File: src/hdl/ecsd_pkg.sv
// ----------------------------------------------------------------------------
// ecsd_pkg
// Shared types, constants and lookup functions for the encoder counter with
// two-digit seven-segment display driver.
// ----------------------------------------------------------------------------
package ecsd_pkg;

    localparam int COUNT_W    = 7;
    localparam int SEG_W      = 7;
    localparam int POS_W      = 4;
    localparam int WORM_STEPS = 12;

    localparam logic [COUNT_W-1:0] LIMIT_RESET = 7'd99;

    typedef logic [1:0] t_op;
    localparam t_op OP_STEP  = 2'd0;
    localparam t_op OP_PRESS = 2'd1;
    localparam t_op OP_TICK  = 2'd2;

    typedef struct packed {
        t_op  op;
        logic dir_down;
    } t_event;

    typedef struct packed {
        logic               worm_active;
        logic [COUNT_W-1:0] count_value;
        logic               tens_enable;
        logic               units_enable;
        logic [SEG_W-1:0]   segments_lit;
    } t_result;

    function automatic logic [SEG_W-1:0] digit_mask(input logic [3:0] d);
        logic [SEG_W-1:0] m;
        case (d)
            4'd0:    m = 7'h3F;
            4'd1:    m = 7'h06;
            4'd2:    m = 7'h5B;
            4'd3:    m = 7'h4F;
            4'd4:    m = 7'h66;
            4'd5:    m = 7'h6D;
            4'd6:    m = 7'h7D;
            4'd7:    m = 7'h07;
            4'd8:    m = 7'h7F;
            4'd9:    m = 7'h6F;
            default: m = 7'h3F; // digits above nine show zero
        endcase
        return m;
    endfunction

    function automatic logic [SEG_W-1:0] worm_seg(input logic [POS_W-1:0] p);
        logic [SEG_W-1:0] m;
        case (p)
            4'd2, 4'd6:         m = 7'h20;
            4'd3, 4'd5:         m = 7'h10;
            4'd4, 4'd9:         m = 7'h08;
            4'd7, 4'd11:        m = 7'h02;
            4'd8, 4'd10:        m = 7'h04;
            default:            m = 7'h01;
        endcase
        return m;
    endfunction

    function automatic logic worm_tens(input logic [POS_W-1:0] p);
        logic t;
        case (p)
            4'd1, 4'd2, 4'd3, 4'd4, 4'd7, 4'd8: t = 1'b1;
            default:                            t = 1'b0;
        endcase
        return t;
    endfunction

endpackage

File: src/hdl/ecsd_in_stage.sv
// ----------------------------------------------------------------------------
// ecsd_in_stage
// Input register for event beats; releases a beat when the core advances.
// ----------------------------------------------------------------------------
module ecsd_in_stage (
    input  logic            i_clk,
    input  logic            i_rst_n,
    input  logic            i_valid,
    output logic            o_ready,
    input  ecsd_pkg::t_event i_event,
    input  logic            i_advance,
    output logic            o_valid,
    output ecsd_pkg::t_event o_event
);
    import ecsd_pkg::*;

    logic   r_valid;
    t_event r_event;

    assign o_ready = !r_valid || i_advance;
    assign o_valid = r_valid;
    assign o_event = r_event;

    always_ff @(posedge i_clk) begin
        if (!i_rst_n) begin
            r_valid <= 1'b0;
        end else if (o_ready) begin
            r_valid <= i_valid;
        end
    end

    always_ff @(posedge i_clk) begin
        if (o_ready && i_valid) begin
            r_event <= i_event;
        end
    end

endmodule

File: src/hdl/ecsd_core.sv
// ----------------------------------------------------------------------------
// ecsd_core
// Counter, mode, worm position and display state with their update logic.
// ----------------------------------------------------------------------------
module ecsd_core (
    input  logic                      i_clk,
    input  logic                      i_rst_n,
    input  logic                      i_limit_we,
    input  logic [ecsd_pkg::COUNT_W-1:0] i_limit,
    input  logic                      i_fire,
    input  ecsd_pkg::t_event          i_event,
    output ecsd_pkg::t_result         o_result
);
    import ecsd_pkg::*;

    localparam logic [POS_W-1:0] POS_LAST = POS_W'(WORM_STEPS - 1);

    logic [COUNT_W-1:0] r_limit;
    logic [COUNT_W-1:0] r_count, n_count;
    logic               r_worm, n_worm;
    logic [POS_W-1:0]   r_pos, n_pos;
    logic               r_tens, n_tens;
    logic [SEG_W-1:0]   r_seg, n_seg;

    logic [14:0]        tens_prod;
    logic [3:0]         tens_digit;
    logic [3:0]         units_digit;

    // divide by ten through multiply by 205 and shift, exact for 7-bit values
    assign tens_prod   = 15'(r_count) * 15'd205;
    assign tens_digit  = tens_prod[14:11];
    assign units_digit = 4'(r_count - 7'(tens_digit) * 7'd10);

    always_comb begin
        n_count = r_count;
        n_worm  = r_worm;
        n_pos   = r_pos;
        n_tens  = r_tens;
        n_seg   = r_seg;
        if (i_event.op == OP_PRESS) begin
            n_worm = !r_worm;
        end else if (!r_worm) begin
            if (i_event.op == OP_STEP) begin
                if (!i_event.dir_down) begin
                    if (r_count < r_limit) n_count = r_count + 7'd1;
                end else if (r_count != '0) begin
                    n_count = r_count - 7'd1;
                end
            end else if (i_event.op == OP_TICK) begin
                n_tens = !r_tens;
                n_seg  = n_tens ? digit_mask(tens_digit) : digit_mask(units_digit);
            end
        end else if (i_event.op == OP_STEP) begin
            if (!i_event.dir_down) begin
                n_pos = (r_pos >= POS_LAST) ? '0 : r_pos + 1'b1;
            end else begin
                n_pos = (r_pos == '0 || r_pos > POS_LAST) ? POS_LAST : r_pos - 1'b1;
            end
        end
        // worm mode re-drives segment and digit from the ring position
        if (n_worm) begin
            n_seg  = worm_seg(n_pos);
            n_tens = worm_tens(n_pos);
        end
    end

    assign o_result.segments_lit = n_seg;
    assign o_result.units_enable = !n_tens;
    assign o_result.tens_enable  = n_tens;
    assign o_result.count_value  = n_count;
    assign o_result.worm_active  = n_worm;

    always_ff @(posedge i_clk) begin
        if (!i_rst_n) begin
            r_limit <= LIMIT_RESET;
        end else if (i_limit_we) begin
            r_limit <= i_limit;
        end
    end

    always_ff @(posedge i_clk) begin
        if (!i_rst_n) begin
            r_count <= '0;
            r_worm  <= 1'b0;
            r_pos   <= '0;
            r_tens  <= 1'b0;
            r_seg   <= '0;
        end else if (i_fire) begin
            r_count <= n_count;
            r_worm  <= n_worm;
            r_pos   <= n_pos;
            r_tens  <= n_tens;
            r_seg   <= n_seg;
        end
    end

    a_press_toggles: assert property (@(posedge i_clk) disable iff (!i_rst_n)
        i_fire && i_event.op == OP_PRESS |=> r_worm != $past(r_worm))
        else $error("press did not toggle mode");

    a_count_held: assert property (@(posedge i_clk) disable iff (!i_rst_n)
        !i_fire || r_worm || i_event.op != OP_STEP |=> $stable(r_count))
        else $error("count moved without a counter step");

    a_worm_drive: assert property (@(posedge i_clk) disable iff (!i_rst_n)
        i_fire && n_worm |=> r_seg == worm_seg(r_pos) && r_tens == worm_tens(r_pos))
        else $error("worm drive does not match position");

    a_idle_hold: assert property (@(posedge i_clk) disable iff (!i_rst_n)
        !i_fire |=> $stable(r_pos) && $stable(r_seg) && $stable(r_worm))
        else $error("state changed without a beat");

endmodule

File: src/hdl/ecsd_out_stage.sv
// ----------------------------------------------------------------------------
// ecsd_out_stage
// Result register that decouples the core from output backpressure.
// ----------------------------------------------------------------------------
module ecsd_out_stage (
    input  logic              i_clk,
    input  logic              i_rst_n,
    input  logic              i_valid,
    input  ecsd_pkg::t_result i_result,
    output logic              o_advance,
    output logic              o_valid,
    input  logic              i_ready,
    output ecsd_pkg::t_result o_result
);
    import ecsd_pkg::*;

    logic    r_valid;
    t_result r_result;

    assign o_advance = i_valid && (!r_valid || i_ready);
    assign o_valid   = r_valid;
    assign o_result  = r_result;

    always_ff @(posedge i_clk) begin
        if (!i_rst_n) begin
            r_valid <= 1'b0;
        end else if (!r_valid || i_ready) begin
            r_valid <= i_valid;
        end
    end

    always_ff @(posedge i_clk) begin
        if (o_advance) begin
            r_result <= i_result;
        end
    end

endmodule

File: src/hdl/encoder_counter_seven_segment_driver.sv
// ----------------------------------------------------------------------------
// encoder_counter_seven_segment_driver
// Encoder counter / worm animation with two-digit multiplexed display drive.
// ----------------------------------------------------------------------------
// path: input beat held in the input register, result beat held in the result register
// throughput: 1 beat per cycle while m_axis_tready allows; state update is a single pass between the registers
// reset: synchronous active low; counter mode, count 0, position 0, units digit,
// segments dark, count limit 99
module encoder_counter_seven_segment_driver (
    input  logic        i_clk,
    input  logic        i_rst_n,
    input  logic        i_count_limit_we,
    input  logic [6:0]  i_count_limit,
    input  logic        s_axis_tvalid,
    output logic        s_axis_tready,
    input  logic [7:0]  s_axis_tdata,   // [0] direction_level
    input  logic [1:0]  s_axis_tuser,   // [1:0] operation
    output logic        m_axis_tvalid,
    input  logic        m_axis_tready,
    output logic [23:0] m_axis_tdata    // [6:0] segments_lit, [7] units_enable,
                                        // [8] tens_enable, [15:9] count_value,
                                        // [16] worm_active
);
    import ecsd_pkg::*;

    t_event  in_event;
    t_event  stage_event;
    logic    stage_valid;
    logic    advance;
    t_result core_result;
    t_result out_result;

    assign in_event.op       = s_axis_tuser;
    assign in_event.dir_down = s_axis_tdata[0];

    ecsd_in_stage u_in (
        .i_clk     (i_clk),
        .i_rst_n   (i_rst_n),
        .i_valid   (s_axis_tvalid),
        .o_ready   (s_axis_tready),
        .i_event   (in_event),
        .i_advance (advance),
        .o_valid   (stage_valid),
        .o_event   (stage_event)
    );

    ecsd_core u_core (
        .i_clk      (i_clk),
        .i_rst_n    (i_rst_n),
        .i_limit_we (i_count_limit_we),
        .i_limit    (i_count_limit),
        .i_fire     (advance),
        .i_event    (stage_event),
        .o_result   (core_result)
    );

    ecsd_out_stage u_out (
        .i_clk     (i_clk),
        .i_rst_n   (i_rst_n),
        .i_valid   (stage_valid),
        .i_result  (core_result),
        .o_advance (advance),
        .o_valid   (m_axis_tvalid),
        .i_ready   (m_axis_tready),
        .o_result  (out_result)
    );

    assign m_axis_tdata = {7'd0, out_result};

endmodule
File: config.mk
export PLATFORM = sky130hd
export DESIGN_NAME = encoder_counter_seven_segment_driver
export DESIGN_NICKNAME = d
export VERILOG_FILES = /design/src/hdl/ecsd_pkg.sv /design/src/hdl/ecsd_in_stage.sv /design/src/hdl/ecsd_core.sv /design/src/hdl/ecsd_out_stage.sv /design/src/hdl/encoder_counter_seven_segment_driver.sv
export SDC_FILE = /design/constraint.sdc
export NUM_CORES = 1
export LEC_CHECK = 0
export ABC_AREA = 1
export BUFFER_PORTS_ARGS = -buffer_cell sky130_fd_sc_hd__buf_2
export CAP_MARGIN = 20
export CORE_MARGIN = 2
export CORE_UTILIZATION = 49
export CTS_CLUSTER_SIZE = 10
export DETAILED_ROUTE_END_ITERATION = 7
export GPL_TIMING_DRIVEN = 0
export PLACE_DENSITY = 0.72
export SLEW_MARGIN = 10
export SYNTH_ARGS = -nofsm -noshare
export SYNTH_HDL_FRONTEND = slang
export SYNTH_HIERARCHICAL = 1
export SYNTH_SLANG_ARGS = --single-unit
File: constraint.sdc
create_clock -name i_clk -period 13 [get_ports i_clk]
set_clock_uncertainty 0.2 [all_clocks]
set_input_delay 1.3 -clock i_clk [delete_from_list [all_inputs] [get_ports i_clk]]
set_output_delay 1.3 -clock i_clk [all_outputs]
set_load 0.005 [all_outputs]
==> out/qor.yml <==
outcome:
  status: "completed"
clock_network:
  path_clk_slew_ns: 0.09
  clk_latency_ns: 0.30
  cts_max_level: 2
  cts_hold_buffers: 0
  cts_setup_buffers: 0
  cts_buffer_depth: 2
  cts_root_buffer: "clkbuf_8"
  cts_made_buffers: 5
  cts.sinks: 49
  cts_resized: 0
  tritoncts: "done"
run:
  maxCapViolations: 0
die:
  io_pins: 48
  num_rows: 33
  floorplan.initialDensity: 0.510
  die_h_microns: 96.7
  coreArea_sq_um: 8260
  fp.dieW_microns: 96.7
  dieArea_sq_um: 9360
grt:
  grt_usage: 0.198
  grt_max_degree: 19
  grt_pass1_wl_mm: 15.8
  overflow: 0
  grt_pass1_vias: 3518
  grt_antenna_before_repair: 0
finish:
  n_antenna_cell: 0
  finish.net_count: 685
  area_growth_pct: 9.86
  drive_gt1_frac: 0.165
worst_hold_path:
  hold_path.class: "flip-flop to flip-flop"
worst_setup_path:
  critPathCaptureType: "flip-flop"
  startpoint_type: "flip-flop"
  slowest_stage: "dfxtp_1"
  worstPathArrival_ns: 5.49
  max_stage_delay_ns: 0.58
  required_ns: 12.87
  cp_max_fo: 9
  crit_buf_inv: 6
  path_class: "flip-flop to flip-flop"
  path_delay_family: "adder cells"
yosys:
  synth_edf_count: 20
  synthCells: 547
  ys_seq_area_frac: 0.280
  synth_seq_cells: 49
  synth_flop_cell: "dfxtp_1"
  yosysWarnings: 6
  synth_area_leader_cell: "ha_1"
  ys_async_sr_fraction: 0
  synth.area.top_cells: "ha_1 (18%), edfxtp_1 (14%), dfxtp_1 (14%)"
  synth.distinct_cells: 39
  syn-cell-area_sq_um: 4210
  syn_avg_cell_area_sq_um: 7.70
  yosysTopAreaCellShare: 0.178
power_and_ir_drop:
  power.density_nw_per_um2: 103
  total_power_mw: 0.479
  ir_worst_vdd_uv: 49.6
  power_leakage_nw: 2.50
detailed_routing:
  postRouteAntennaNets: 0
  wl_mm: 9.10
  drtIter0Drc: 153
  wl_per_cell_microns: 13.0
  dr.pass1.iters: 4
  drc: 0
  viasPerCell: 5.26
  vias: 3682
sta:
  fin_crit_ns: 5.62
  max_freq_ghz: 0.178
  finalMaxSlewViolations: 0
  hold_viol: 0
  setup_viol: 0
  tightest_slew_ns: 0.574
  finalCritPeriodShare: 0.433
  rsz0062_at_grt: "false"
  fin_setup_tns_ns: 0
  slew_headroom: 0.617
placed_design:
  place.gp.congestion: 0.966
  hpwlAfterDp_mm: 7.24
  port-buffer-count: 33
-- area by class of cell --
| class | count | area [sq um] |
|---|---|---|
| fillers | 758 | 3630 |
| multi-input cells | 380 | 2550 |
| flip-flops and latches | 49 | 1180 |
| inverters | 107 | 404 |
| repair buffers | 34 | 176 |
| well taps | 105 | 131 |
| plain buffers | 17 | 104 |
| clock buffers | 7 | 76.3 |
| clock inverters | 1 | 5.00 |
-- synthesized netlist by cell type (2+ instances only) --
master    count
buf_2         2
o21ai_0      37
nor2_1       17
fa_1          9
clkbuf_1      5
a21oi_1      48
nand3b_1      2
o21a_1        2
nor2_2        2
inv_1        95
nand2_2      11
a21oi_2       5
nand2_1      94
nand2_4       5
xor2_1        8
o21ai_2       5
ha_1         60
o21ai_1       3
o31ai_1       2
dfxtp_1      29
nand4_1       7
xnor2_1       2
a31oi_1       3
nand3_1      34
nand3_2       3
buf_4        10
o211ai_1      6
clkinv_1      2
edfxtp_1     20
inv_2         9
or2_2         2
-- kinds of logic after synthesis --
logic type | share of synthesized area
AO/OA/AOI/OAI | 0.156
XOR/XNOR | 0.0208
adder cells (fa/ha/maj) | 0.221
buffers and inverters | 0.121
flip-flops | 0.280
other | 0.000890
AND/OR/NAND/NOR | 0.200
-- registers in the layout (all words and copies together) (netlist names), 3 cells and up --
register,cells
u_core/r_count,7
u_core/r_seg,7
u_in/o_event,3
u_core/r_limit,7
u_out/o_result,17
u_core/r_pos,4
-- per-stage QoR --
| stage | setup slack [ns] | util | hold slack, ns | cell area (sq um) | cells |
|---|---|---|---|---|---|
| 3_3_place_gp | 7.54 | 0.549 | 0.243 | 4530 | 691 |
| 2_1_floorplan | 8.11 | - | 0.229 | 4240 | 553 |
| 5_1_grt | 6.95 | 0.561 | 0.307 | 4630 | 700 |
| 3_5_place_dp | 7.41 | 0.551 | 0.245 | 4550 | 692 |
| 4_1_cts | 7.39 | 0.561 | 0.266 | 4630 | 700 |
| 6_report | 7.38 | 0.561 | 0.271 | 4630 | 700 |
-- routing by layer --
metal | track usage | vias to the layer above | routed length [microns]
met4 | 0.0585 | 0 | 169
met3 | 0.0181 | 15 | 394
met5 | 0 | - | 0
met2 | 0.350 | 99 | 4330
met1 | 0.257 | 1700 | 4200
li1 | - | 1868 | -
-- power breakdown --
group | total [mW] | internal, mW | switching (mW) | leakage [nW]
Clock | 0.0875 | 0.0379 | 0.0496 | 0.0422
Sequential | 0.186 | 0.175 | 0.0107 | 0.433
Combinational | 0.205 | 0.0760 | 0.129 | 2.02
-- cells in the final DEF, fill, tap and decap left out, types with 10 or more instances in the layout --
| cell type | netlist | final |
|---|---|---|
| nand3_1 | 34 | 34 |
| ha_1 | 60 | 60 |
| buf_2 | 2 | 35 |
| edfxtp_1 | 20 | 20 |
| buf_4 | 10 | 10 |
| a21oi_1 | 48 | 47 |
| o21ai_0 | 37 | 37 |
| dfxtp_1 | 29 | 29 |
| nor2_1 | 17 | 17 |
| inv_1 | 95 | 95 |
| nand2_1 | 94 | 94 |
| nand2_2 | 11 | 11 |
-- worst paths after layout --
check                          from           endpoint  slack [ns]  cells past startpoint
setup / recovery  u_core/r_count[1]  u_out/o_result[2]        7.38                     26
hold / removal    u_core/r_limit[1]  u_core/r_limit[1]        0.27                      2
setup reg to reg  u_core/r_count[1]  u_out/o_result[2]        7.38                     26
hold reg to reg   u_core/r_limit[1]  u_core/r_limit[1]        0.27                      2
-- worst register-to-register path, cell delays in order, from the launching register on --
cell and delay [ns]:
dfxtp_1 0.58, inv_1 0.23, ha_1 0.37, inv_1 0.07, fa_1 0.49, inv_1 0.05
ha_1 0.28, ha_1 0.29, ha_1 0.32, a21oi_1 0.19, nor2_1 0.06, nor2_1 0.18
nand3_2 0.12, nand2_4 0.13, inv_2 0.08, ha_1 0.19, fa_1 0.39, xnor2_1 0.22
inv_1 0.11, nand2_4 0.08, nand2_1 0.06, nand2_2 0.09, nand2_4 0.08, o211ai_1 0.28
nand2_1 0.10, nand2_1 0.10, inv_1 0.04
Note: power is estimated with default switching activity, not from simulation.
